### config.mk
export PLATFORM = sky130hd
export DESIGN_NAME = elevator_order_table_unit
export DESIGN_NICKNAME = d
export VERILOG_FILES = /design/src/hdl/eot_pkg.sv /design/src/hdl/eot_table.sv /design/src/hdl/eot_seq.sv /design/src/hdl/elevator_order_table_unit.sv
export SDC_FILE = /design/constraint.sdc
export NUM_CORES = 1
export LEC_CHECK = 0
export BUFFER_PORTS_ARGS = -buffer_cell sky130_fd_sc_hd__buf_2
export CAP_MARGIN = 20
export CORE_MARGIN = 2
export CORE_UTILIZATION = 55
export CTS_CLUSTER_DIAMETER = 30
export DETAILED_ROUTE_END_ITERATION = 8
export PLACE_DENSITY_LB_ADDON = 0.3
export SETUP_SLACK_MARGIN = 0.15
export SYNTH_ARGS = -nofsm -noshare
export SYNTH_HDL_FRONTEND = slang
export SYNTH_HIERARCHICAL = 1
export SYNTH_SLANG_ARGS = --single-unit
### constraint.sdc
create_clock -name clock -period 2.9 [get_ports clock]
set_clock_uncertainty 0.05 [all_clocks]
set_input_delay 0.725 -clock clock [delete_from_list [all_inputs] [get_ports clock]]
set_output_delay 0.725 -clock clock [all_outputs]
set_load 0.005 [all_outputs]
### src/hdl/eot_pkg.sv
// Shared types, codes and sizes for the elevator order table.
// Used by every module of the block; depends on nothing else.
`timescale 1ns / 1ps

package eot_pkg;

   localparam int NUM_FLOORS = 4;
   localparam int IDX_W      = $clog2(NUM_FLOORS);
   localparam int CMP_W      = ((IDX_W > 2) ? IDX_W : 2) + 1;

   localparam int BIT_UP   = 0;
   localparam int BIT_DOWN = 1;
   localparam int BIT_CAB  = 2;

   typedef enum logic [1:0] {
      CMD_QUERY  = 2'd0,
      CMD_INSERT = 2'd1,
      CMD_CLEAR  = 2'd2,
      CMD_RSVD   = 2'd3
   } cmd_type;

   typedef enum logic [1:0] {
      ORD_UP   = 2'd0,
      ORD_DOWN = 2'd1,
      ORD_CAB  = 2'd2,
      ORD_RSVD = 2'd3
   } ord_type;

   typedef enum logic [1:0] {
      DIR_UP   = 2'd0,
      DIR_DOWN = 2'd1,
      DIR_IDLE = 2'd2,
      DIR_RSVD = 2'd3
   } dir_type;

   typedef logic [2:0]       bits_type;
   typedef logic [IDX_W-1:0] idx_type;

   typedef struct packed {
      logic [1:0] command;
      logic [1:0] floor;
      logic [1:0] order_type;
      logic [1:0] car_floor;
      logic [1:0] travel_direction;
      logic       car_stopped;
   } item_type;

   typedef struct packed {
      logic stop_here;
      logic requests_above;
      logic requests_below;
      logic pending_up;
      logic pending_down;
      logic pending_cab;
   } result_type;

   typedef struct packed {
      idx_type  rd_idx;
      logic     wr_en;
      idx_type  wr_idx;
      bits_type wr_bits;
   } tbl_req_type;

endpackage

### src/hdl/eot_table.sv
// Per-floor request bit storage: one read port, one write port.
// Depends on eot_pkg; cleared by reset.
`timescale 1ns / 1ps

module eot_table
   import eot_pkg::*;
(
   input  logic        clock,
   input  logic        reset,
   input  tbl_req_type tbl_req,
   output bits_type    rd_bits
);

   bits_type tbl_ff [NUM_FLOORS];

   always_ff @(posedge clock) begin
      if (reset) begin
         for (int i = 0; i < NUM_FLOORS; i++) begin
            tbl_ff[i] <= '0;
         end
      end else if (tbl_req.wr_en) begin
         tbl_ff[tbl_req.wr_idx] <= tbl_req.wr_bits;
      end
   end

   assign rd_bits = tbl_ff[tbl_req.rd_idx];

endmodule

### src/hdl/eot_seq.sv
// Sequencer: updates one floor, then scans the table one floor per cycle
// through a shared compare unit. Depends on eot_pkg and eot_table ports.
`timescale 1ns / 1ps

module eot_seq
   import eot_pkg::*;
(
   input  logic        clock,
   input  logic        reset,
   input  logic        start,
   input  item_type    item,
   input  logic        out_free,
   input  bits_type    rd_bits,
   output tbl_req_type tbl_req,
   output logic        idle,
   output logic        done,
   output result_type  result
);

   typedef enum logic [3:0] {
      ST_IDLE   = 4'b0001,
      ST_UPDATE = 4'b0010,
      ST_SCAN   = 4'b0100,
      ST_DONE   = 4'b1000
   } state_type;

   state_type state_ff, state_in;
   item_type  item_ff, item_in;
   idx_type   scan_ff, scan_in;
   bits_type  bits_ff, bits_in;
   logic      above_ff, above_in;
   logic      below_ff, below_in;

   logic [CMP_W-1:0] fl_ext;
   logic [CMP_W-1:0] car_ext;
   logic [CMP_W-1:0] scan_ext;
   logic             fl_valid;
   logic             end_floor;
   bits_type         new_bits;
   bits_type         keep;

   assign fl_ext    = CMP_W'(item_ff.floor);
   assign car_ext   = CMP_W'(item_ff.car_floor);
   assign scan_ext  = CMP_W'(scan_ff);
   assign fl_valid  = fl_ext < CMP_W'(NUM_FLOORS);
   assign end_floor = (fl_ext == '0) || (fl_ext == CMP_W'(NUM_FLOORS - 1));

   always_comb begin
      keep     = bits_type'(3'b011);
      new_bits = rd_bits;
      if (end_floor) begin
         keep = '0;
      end else if (item_ff.travel_direction == DIR_UP) begin
         keep = bits_type'(3'b010);
      end else if (item_ff.travel_direction == DIR_DOWN) begin
         keep = bits_type'(3'b001);
      end
      case (item_ff.command)
         CMD_INSERT: begin
            if (!(item_ff.floor == item_ff.car_floor && item_ff.car_stopped)) begin
               case (item_ff.order_type)
                  ORD_UP:   new_bits[BIT_UP]   = 1'b1;
                  ORD_DOWN: new_bits[BIT_DOWN] = 1'b1;
                  ORD_CAB:  new_bits[BIT_CAB]  = 1'b1;
                  default:  new_bits = rd_bits;
               endcase
            end
         end
         CMD_CLEAR: new_bits = rd_bits & keep;
         default:   new_bits = rd_bits;
      endcase
   end

   always_comb begin
      state_in = state_ff;
      item_in  = item_ff;
      scan_in  = scan_ff;
      bits_in  = bits_ff;
      above_in = above_ff;
      below_in = below_ff;
      tbl_req  = '{rd_idx: scan_ff, wr_en: 1'b0,
                   wr_idx: idx_type'(item_ff.floor), wr_bits: new_bits};
      done     = 1'b0;
      unique case (state_ff)
         ST_IDLE: begin
            if (start) begin
               item_in  = item;
               above_in = 1'b0;
               below_in = 1'b0;
               state_in = ST_UPDATE;
            end
         end
         ST_UPDATE: begin
            tbl_req.rd_idx = idx_type'(item_ff.floor);
            tbl_req.wr_en  = fl_valid;
            bits_in        = fl_valid ? new_bits : '0;
            scan_in        = '0;
            state_in       = ST_SCAN;
         end
         ST_SCAN: begin
            if (rd_bits != '0) begin
               if (scan_ext > car_ext) above_in = 1'b1;
               if (scan_ext < car_ext) below_in = 1'b1;
            end
            scan_in = scan_ff + idx_type'(1);
            if (scan_ff == idx_type'(NUM_FLOORS - 1)) begin
               state_in = ST_DONE;
            end
         end
         ST_DONE: begin
            if (out_free) begin
               done     = 1'b1;
               state_in = ST_IDLE;
            end
         end
         default: state_in = ST_IDLE;
      endcase
   end

   always_comb begin
      result.requests_above = above_ff;
      result.requests_below = below_ff;
      result.pending_up     = bits_ff[BIT_UP];
      result.pending_down   = bits_ff[BIT_DOWN];
      result.pending_cab    = bits_ff[BIT_CAB];
      if (bits_ff[BIT_CAB]) begin
         result.stop_here = 1'b1;
      end else if (item_ff.travel_direction == DIR_UP) begin
         result.stop_here = bits_ff[BIT_UP] || (bits_ff[BIT_DOWN] && !above_ff);
      end else if (item_ff.travel_direction == DIR_DOWN) begin
         result.stop_here = bits_ff[BIT_DOWN] || (bits_ff[BIT_UP] && !below_ff);
      end else begin
         result.stop_here = 1'b0;
      end
   end

   assign idle = (state_ff == ST_IDLE);

   always_ff @(posedge clock) begin
      if (reset) begin
         state_ff <= ST_IDLE;
      end else begin
         state_ff <= state_in;
      end
   end

   always_ff @(posedge clock) begin
      item_ff  <= item_in;
      scan_ff  <= scan_in;
      bits_ff  <= bits_in;
      above_ff <= above_in;
      below_ff <= below_in;
   end

   a_write_in_update: assert property (@(posedge clock) disable iff (reset)
      tbl_req.wr_en |-> state_ff == ST_UPDATE)
      else $error("table write outside update step");

   a_scan_starts_at_zero: assert property (@(posedge clock) disable iff (reset)
      state_ff == ST_UPDATE |=> state_ff == ST_SCAN && scan_ff == '0)
      else $error("scan did not start at floor zero");

   a_scan_ends: assert property (@(posedge clock) disable iff (reset)
      (state_ff == ST_SCAN && scan_ff == idx_type'(NUM_FLOORS - 1)) |=> state_ff == ST_DONE)
      else $error("scan did not finish after last floor");

   a_done_only_when_free: assert property (@(posedge clock) disable iff (reset)
      done |-> state_ff == ST_DONE && out_free)
      else $error("result issued without a free output slot");

endmodule

### src/hdl/elevator_order_table_unit.sv
// Elevator order table: request bits per floor with stop and direction queries.
// A transaction passes the update step, the floor scan and the done step, which
// hands the result to the response register once it is free. New requests stall
// until the sequencer is idle; the scan on the one compare unit sets the pace.
// Reset: synchronous, clears every request bit and drops any pending result.
// Depends on eot_pkg, eot_table and eot_seq.
`timescale 1ns / 1ps

module elevator_order_table_unit
   import eot_pkg::*;
(
   input  logic       clock,
   input  logic       reset,
   input  logic       req_valid,
   output logic       req_stall,
   input  logic [1:0] req_command,
   input  logic [1:0] req_floor,
   input  logic [1:0] req_order_type,
   input  logic [1:0] req_car_floor,
   input  logic [1:0] req_travel_direction,
   input  logic       req_car_stopped,
   output logic       rsp_valid,
   input  logic       rsp_stall,
   output logic       rsp_stop_here,
   output logic       rsp_requests_above,
   output logic       rsp_requests_below,
   output logic       rsp_pending_up,
   output logic       rsp_pending_down,
   output logic       rsp_pending_cab
);

   item_type    item;
   tbl_req_type tbl_req;
   bits_type    rd_bits;
   result_type  result;
   result_type  rsp_ff, rsp_in;
   logic        rsp_valid_ff, rsp_valid_in;
   logic        idle;
   logic        done;
   logic        start;
   logic        out_free;

   assign item = '{command: req_command, floor: req_floor,
                   order_type: req_order_type, car_floor: req_car_floor,
                   travel_direction: req_travel_direction,
                   car_stopped: req_car_stopped};

   assign req_stall = !idle;
   assign start     = req_valid && idle;
   assign out_free  = !rsp_valid_ff || !rsp_stall;

   eot_table u_table (
      .clock   (clock),
      .reset   (reset),
      .tbl_req (tbl_req),
      .rd_bits (rd_bits)
   );

   eot_seq u_seq (
      .clock    (clock),
      .reset    (reset),
      .start    (start),
      .item     (item),
      .out_free (out_free),
      .rd_bits  (rd_bits),
      .tbl_req  (tbl_req),
      .idle     (idle),
      .done     (done),
      .result   (result)
   );

   always_comb begin
      rsp_in       = rsp_ff;
      rsp_valid_in = rsp_valid_ff;
      if (done) begin
         rsp_in       = result;
         rsp_valid_in = 1'b1;
      end else if (!rsp_stall) begin
         rsp_valid_in = 1'b0;
      end
   end

   always_ff @(posedge clock) begin
      if (reset) begin
         rsp_valid_ff <= 1'b0;
      end else begin
         rsp_valid_ff <= rsp_valid_in;
      end
   end

   always_ff @(posedge clock) begin
      rsp_ff <= rsp_in;
   end

   assign rsp_valid          = rsp_valid_ff;
   assign rsp_stop_here      = rsp_ff.stop_here;
   assign rsp_requests_above = rsp_ff.requests_above;
   assign rsp_requests_below = rsp_ff.requests_below;
   assign rsp_pending_up     = rsp_ff.pending_up;
   assign rsp_pending_down   = rsp_ff.pending_down;
   assign rsp_pending_cab    = rsp_ff.pending_cab;

endmodule

Word level (Yosys, flattened, before mapping) --
Memory sizes are Yosys's and may differ from the RTL's. Cells that the tools add are included.
Operators by class: $add $sub $neg 1, multiply operators 0, divide/modulo/power cells 0, $lt $le $gt $ge 3, eq/ne operators 19, shifts and indexed selects 0, multiplexer cells 35, bitwise logic cells 1, reduce and logical (&&, ||, !) cells 24
Operators with widths (number):
- 2-to-1 mux 1 bit | 20
- case mux 4 bit (4 select lines) | 1
- 2-to-1 mux 3 bit | 5
- 2-to-1 mux 4 bit | 3
- inequality test 2 x 1 -> 1 bit (second input constant) | 6
- equality test 2 bit (second input constant) | 4
- AND reduction 4 bit | 2
- equality test 2 x 1 -> 1 bit (second input constant) | 3
- case mux 3 bit (2 select lines) | 1
- logical NOT 1 bit | 5
- equality test 4 x 1 -> 1 bit (second input constant) | 1
- equality test 4 x 2 -> 1 bit (second input constant) | 1
- equality test 4 x 3 -> 1 bit (second input constant) | 1
- equality test 4 bit (second input constant) | 1
- logical AND 1 bit | 4
- logical NOT 2 bit | 2
- logical OR 1 bit | 4
- 2-to-1 mux 2 bit | 2
- case mux 1 bit (2 select lines) | 2
- case mux 2 bit (2 select lines) | 1
- nonzero test 2 bit | 2
- bitwise AND 3 bit | 1
- logical NOT 3 bit | 1
- less-than comparator 2 x 3 -> 1 bit (second input constant) | 1
- 9 further kinds | 9
Word-level totals: register bits after elaboration 29, latch bits 0, memory bits (writable) 12, bits in read-only memories 0, input bits 15, output and inout bits 8, word-level logic and storage cells 102, memories kept 1
Memories:
- u_table.tbl_ff | depth 4, bits a word 3, read ports 1, clocked after memory_dff 0, write ports 4, RTL line eot_table.sv:14 | bits_type tbl_ff [NUM_FLOORS];

Longest topological paths before layout --
word-level depth 7, depth in mapped cells 8, depth with buffers taken out 7

Hierarchy --
The synthesis kept the hierarchy.
Modules (own cells, without submodules):
- eot_seq | instances 1, cells an instance 95, area each 1174.9 µm², sequential area each 620.6 µm²
- eot_table | instances 1, cells an instance 37, area each 603.1 µm², sequential area each 360.3 µm²
- elevator_order_table_unit | instances 1, cells an instance 12, area each 222.7 µm², sequential area each 200.2 µm²

Worst setup path after synthesis --
OpenSTA, ideal clock, no wires.
path kind register -> register, start reg u_seq.state_ff[1], end reg u_seq.above_ff, enable pin, setup time 0.258 ns, arrival time 2.292 ns, data required time 2.592 ns, slack 0.301 ns, stages on the path, launching flop included 8, buffers on the path 1, clock period less this slack 2.599 ns, cell sequence dfxtp_1 > buf_2 > nor4b_4 > nand2_1 > o21ai_0 > mux4_1 > o31ai_2 > o21ai_0
RTL lines:
- from (decl) | RTL line eot_seq.sv:27 | state_type state_ff, state_in;
- from (signal assigned) | RTL line eot_seq.sv:143 | state_ff <= state_in;
- to (signal assigned) | RTL line eot_seq.sv:151 | above_ff <= above_in;
- to (decl) | RTL line eot_seq.sv:31 | logic above_ff, above_in;

==> impl_results.md <==
* CP Capture Type: flop
* Total global routing overflow at 0
* Commonest non-fill, non-tap cell in the layout: edfxtp_1
* Vias in the first global route at ~1300
* RR Startpoint: u_seq/state_ff[0]
* Synthesized flop and latch total at 41
* Vias per cell at between 5 and 6
* R2r endpoint: u_table/tbl_ff[1][2]
* Largest fanout on the critical path at 9
* Max Root-Sink Buffers at 2
* Area after DPL at around 2100 um2
* CTS buffer count at 5
* Antenna diodes at 0
* Core area at ~3400 um2
* PortBufs at 22
* Unique masters post-synth at 36
* DIE AREA at between 4000 and 5000 um2
* Final min period at 2.59 ns
* Avg Synthesized Cell Area at 13.9 um2
* Main synth FF type: edfxtp_1
* P per Cell Area at 674 nW/um2
* Total negative slack at 0 ns
* Min-Delay Path Depth at 0
* Routed Antenna Nets at 0
* Static Leak at 0.000849 uW
* Pin count of the biggest net entering global routing at 14
* Starting Density at 58.6%
* Post-synthesis cell area at 2000 um2
* GPL Wtd Cong at 0.810
* Die Wd at between 60 and 70 um
* Clock slew seen by the registers of the worst setup and hold paths at 0.12 ns
* Hold Path Class: reg -> reg
* DRT iter0 DRCs at a little over 100
* CP Data Required Time at 2.95 ns
* Fmax at about 390 MHz
* CP Launch Type: flop
* H-tree levels at 2
* Share of cells above drive strength 1 at around 27%
* DR pass1 iterations at 5
* Final net count at between 150 and 200
* Clock Tree Root: clkbuf_4
* Via Count at between 1000 and 1500
* Total of max-cap violations at 0
* Wire per inst at about 16 um
* RSZ-0062 raised after global routing: false
* Synth async-reset ratio at 0%
* CTS tree: yes
* Sequential area share after synthesis at 59.0%
* Setup violations, final at 0
* Die height at approximately 64 um
* Gr usage total at between 10% and 20%
* Max Slew Vio Count at 0
* Cells after synthesis at 144
* Worst reg2reg path depth at 7
* P&R area growth vs syn at 11.1%
* Row count at 21
* Final Cycle Share at 89.3%
* Status: complete, no violations
* I/O pins at 23
* Arr. time, crit path at 2.64 ns
* Final wirelength at 3540 um
* Syn Nets at between 150 and 200
* Fill cell count at 258
* Slew @ Worst Pin at between 0.5 and 0.6 ns
* Initial antenna violation count at 0
* Hold EP: rsp_requests_below
* Rel. slew slack at about two thirds
* Most frequent cells in the layout: edfxtp_1, buf_2, and2_1
* Final Hold Fails at 0
* Total number of yosys warnings at 6
* Clock Sinks at 41
* Final Cell Area at around 2200 um2
* Detailed placement HPWL at about 2600 um
* Skew-Pair Late Insertion Delay at 0.34 ns
* Worst vdd ir at 0.459 mV
* Setup CP Type: reg -> reg
* Post-synth EDFFs at 36
* Hold wc startpoint: u_seq/below_ff
* First-pass GRT wire length at 5730 um
* Reg2Reg Setup Slack at 0.31 ns
* Drt drc at 0
-- power breakdown --
part	switching, uW	leakage (uW)	internal [uW]
registers	69.5	0.000386	735
clock network	173	0.0000399	180
logic	194	0.000423	146
-- critical path, stage by stage (launching register included) --
cell and delay (ns):
dfxtp_1 0.47, nor4b_4 0.40, nand2_1 0.09, o21ai_1 0.20, mux4_1 0.64, o21ai_0 0.09
o21ai_0 0.20, and2_1 0.20
-- worst max-delay path by stage --
stage	from	to	slack (ns)	cells past startpoint
floorplan	u_seq/state_ff[1]	u_seq/above_ff	0.30	7
global placement	u_seq/state_ff[2]	u_table/tbl_ff[2][1]	0.34	7
detailed placement	u_seq/state_ff[2]	u_seq/above_ff	0.24	6
CTS	u_seq/state_ff[2]	u_seq/above_ff	0.22	6
global route	u_seq/state_ff[0]	u_table/tbl_ff[0][2]	0.15	7
finish	u_seq/state_ff[0]	u_table/tbl_ff[1][2]	0.31	7
-- logic make-up (layout without fill, tap and decap cells) --
group / after synthesis / count (layout) / synth area share (%)
AND/OR/NAND/NOR: 47 / 47 / 17.6
flip-flops: 41 / 41 / 59.0
AO/OA/AOI/OAI: 21 / 21 / 7.50
buffers and inverters: 20 / 48 / 5.50
adder cells (fa/ha/maj): 5 / 5 / 3.13
XOR/XNOR: 5 / 5 / 2.19
multiplexers: 5 / 5 / 5.00
-- flip-flops by register name, summed over array words and instances (netlist names), 2 cells and up --
name and flops:
u_seq/item_ff 7, u_seq/scan_ff 2, u_seq/bits_ff 3, u_seq/tbl_req 2, u_table/tbl_ff 12, u_seq/state_ff 4, u_seq/car_ext 2
-- synthesized netlist by cell type, drive strengths merged (2+ instances only) --
| library cell | instances | area share, % |
|---|---|---|
| edfxtp | 36 | 54 |
| and2 | 15 | 4.7 |
| inv | 12 | 2.3 |
| buf | 8 | 3.3 |
| nand2 | 6 | 1.1 |
| o21ai | 6 | 1.5 |
| dfxtp | 5 | 5.0 |
| ha | 5 | 3.1 |
| nor4b | 5 | 4.3 |
| a31o | 4 | 1.8 |
| o31ai | 4 | 2.0 |
| xnor2 | 4 | 1.8 |
| a21oi | 3 | 0.75 |
| mux4 | 3 | 3.9 |
| nor2 | 3 | 0.56 |
| nor4 | 3 | 0.94 |
| a311oi | 2 | 0.88 |
| and4bb | 2 | 1.3 |
| nand2b | 2 | 0.63 |
| nand4bb | 2 | 1.1 |
| nor2b | 2 | 0.63 |
| nor3 | 2 | 0.50 |
| o22ai | 2 | 0.63 |
-- per-layer routing --
metal	GRT usage [%]	wire length [um]	up-vias
met2	33.2	1910	40
met5	0	0	-
met1	21.8	1440	607
met4	6.91	31	0
met3	4.40	152	5
li1	-	-	594
-- metrics by stage --
step	hold slack, ns	setup slack (ns)	power (uW)	utilization [%]	std cells
global route	0.421	0.145	1580	65.1	218
detailed placement	0.387	0.236	1150	62.5	208
finish	0.412	0.310	1500	65.1	218
CTS	0.415	0.218	1500	64.7	216
floorplan	0.376	0.301	1070	-	144
global placement	0.386	0.343	1120	62.5	208
-- final cells by class --
| type | count | area [um2] | share of cell area (%) |
|---|---|---|---|
| inverter | 12 | 45.0 | 2.03 |
| clock buffer | 6 | 41.3 | 1.86 |
| multi-input combinational | 83 | 709 | 31.9 |
| tap | 46 | 57.6 | 2.59 |
| clock inverter | 2 | 33.8 | 1.52 |
| sequential | 41 | 1180 | 53.1 |
| timing repair buffer | 28 | 155 | 6.98 |
-- timing repair --
item,4_1_cts,5_1_grt
setup endpoints to repair,0,14
buffers inserted,0,2
hold buffers,0,0
resized for setup,0,1
No activity file was read; power rests on OpenSTA's default activity.
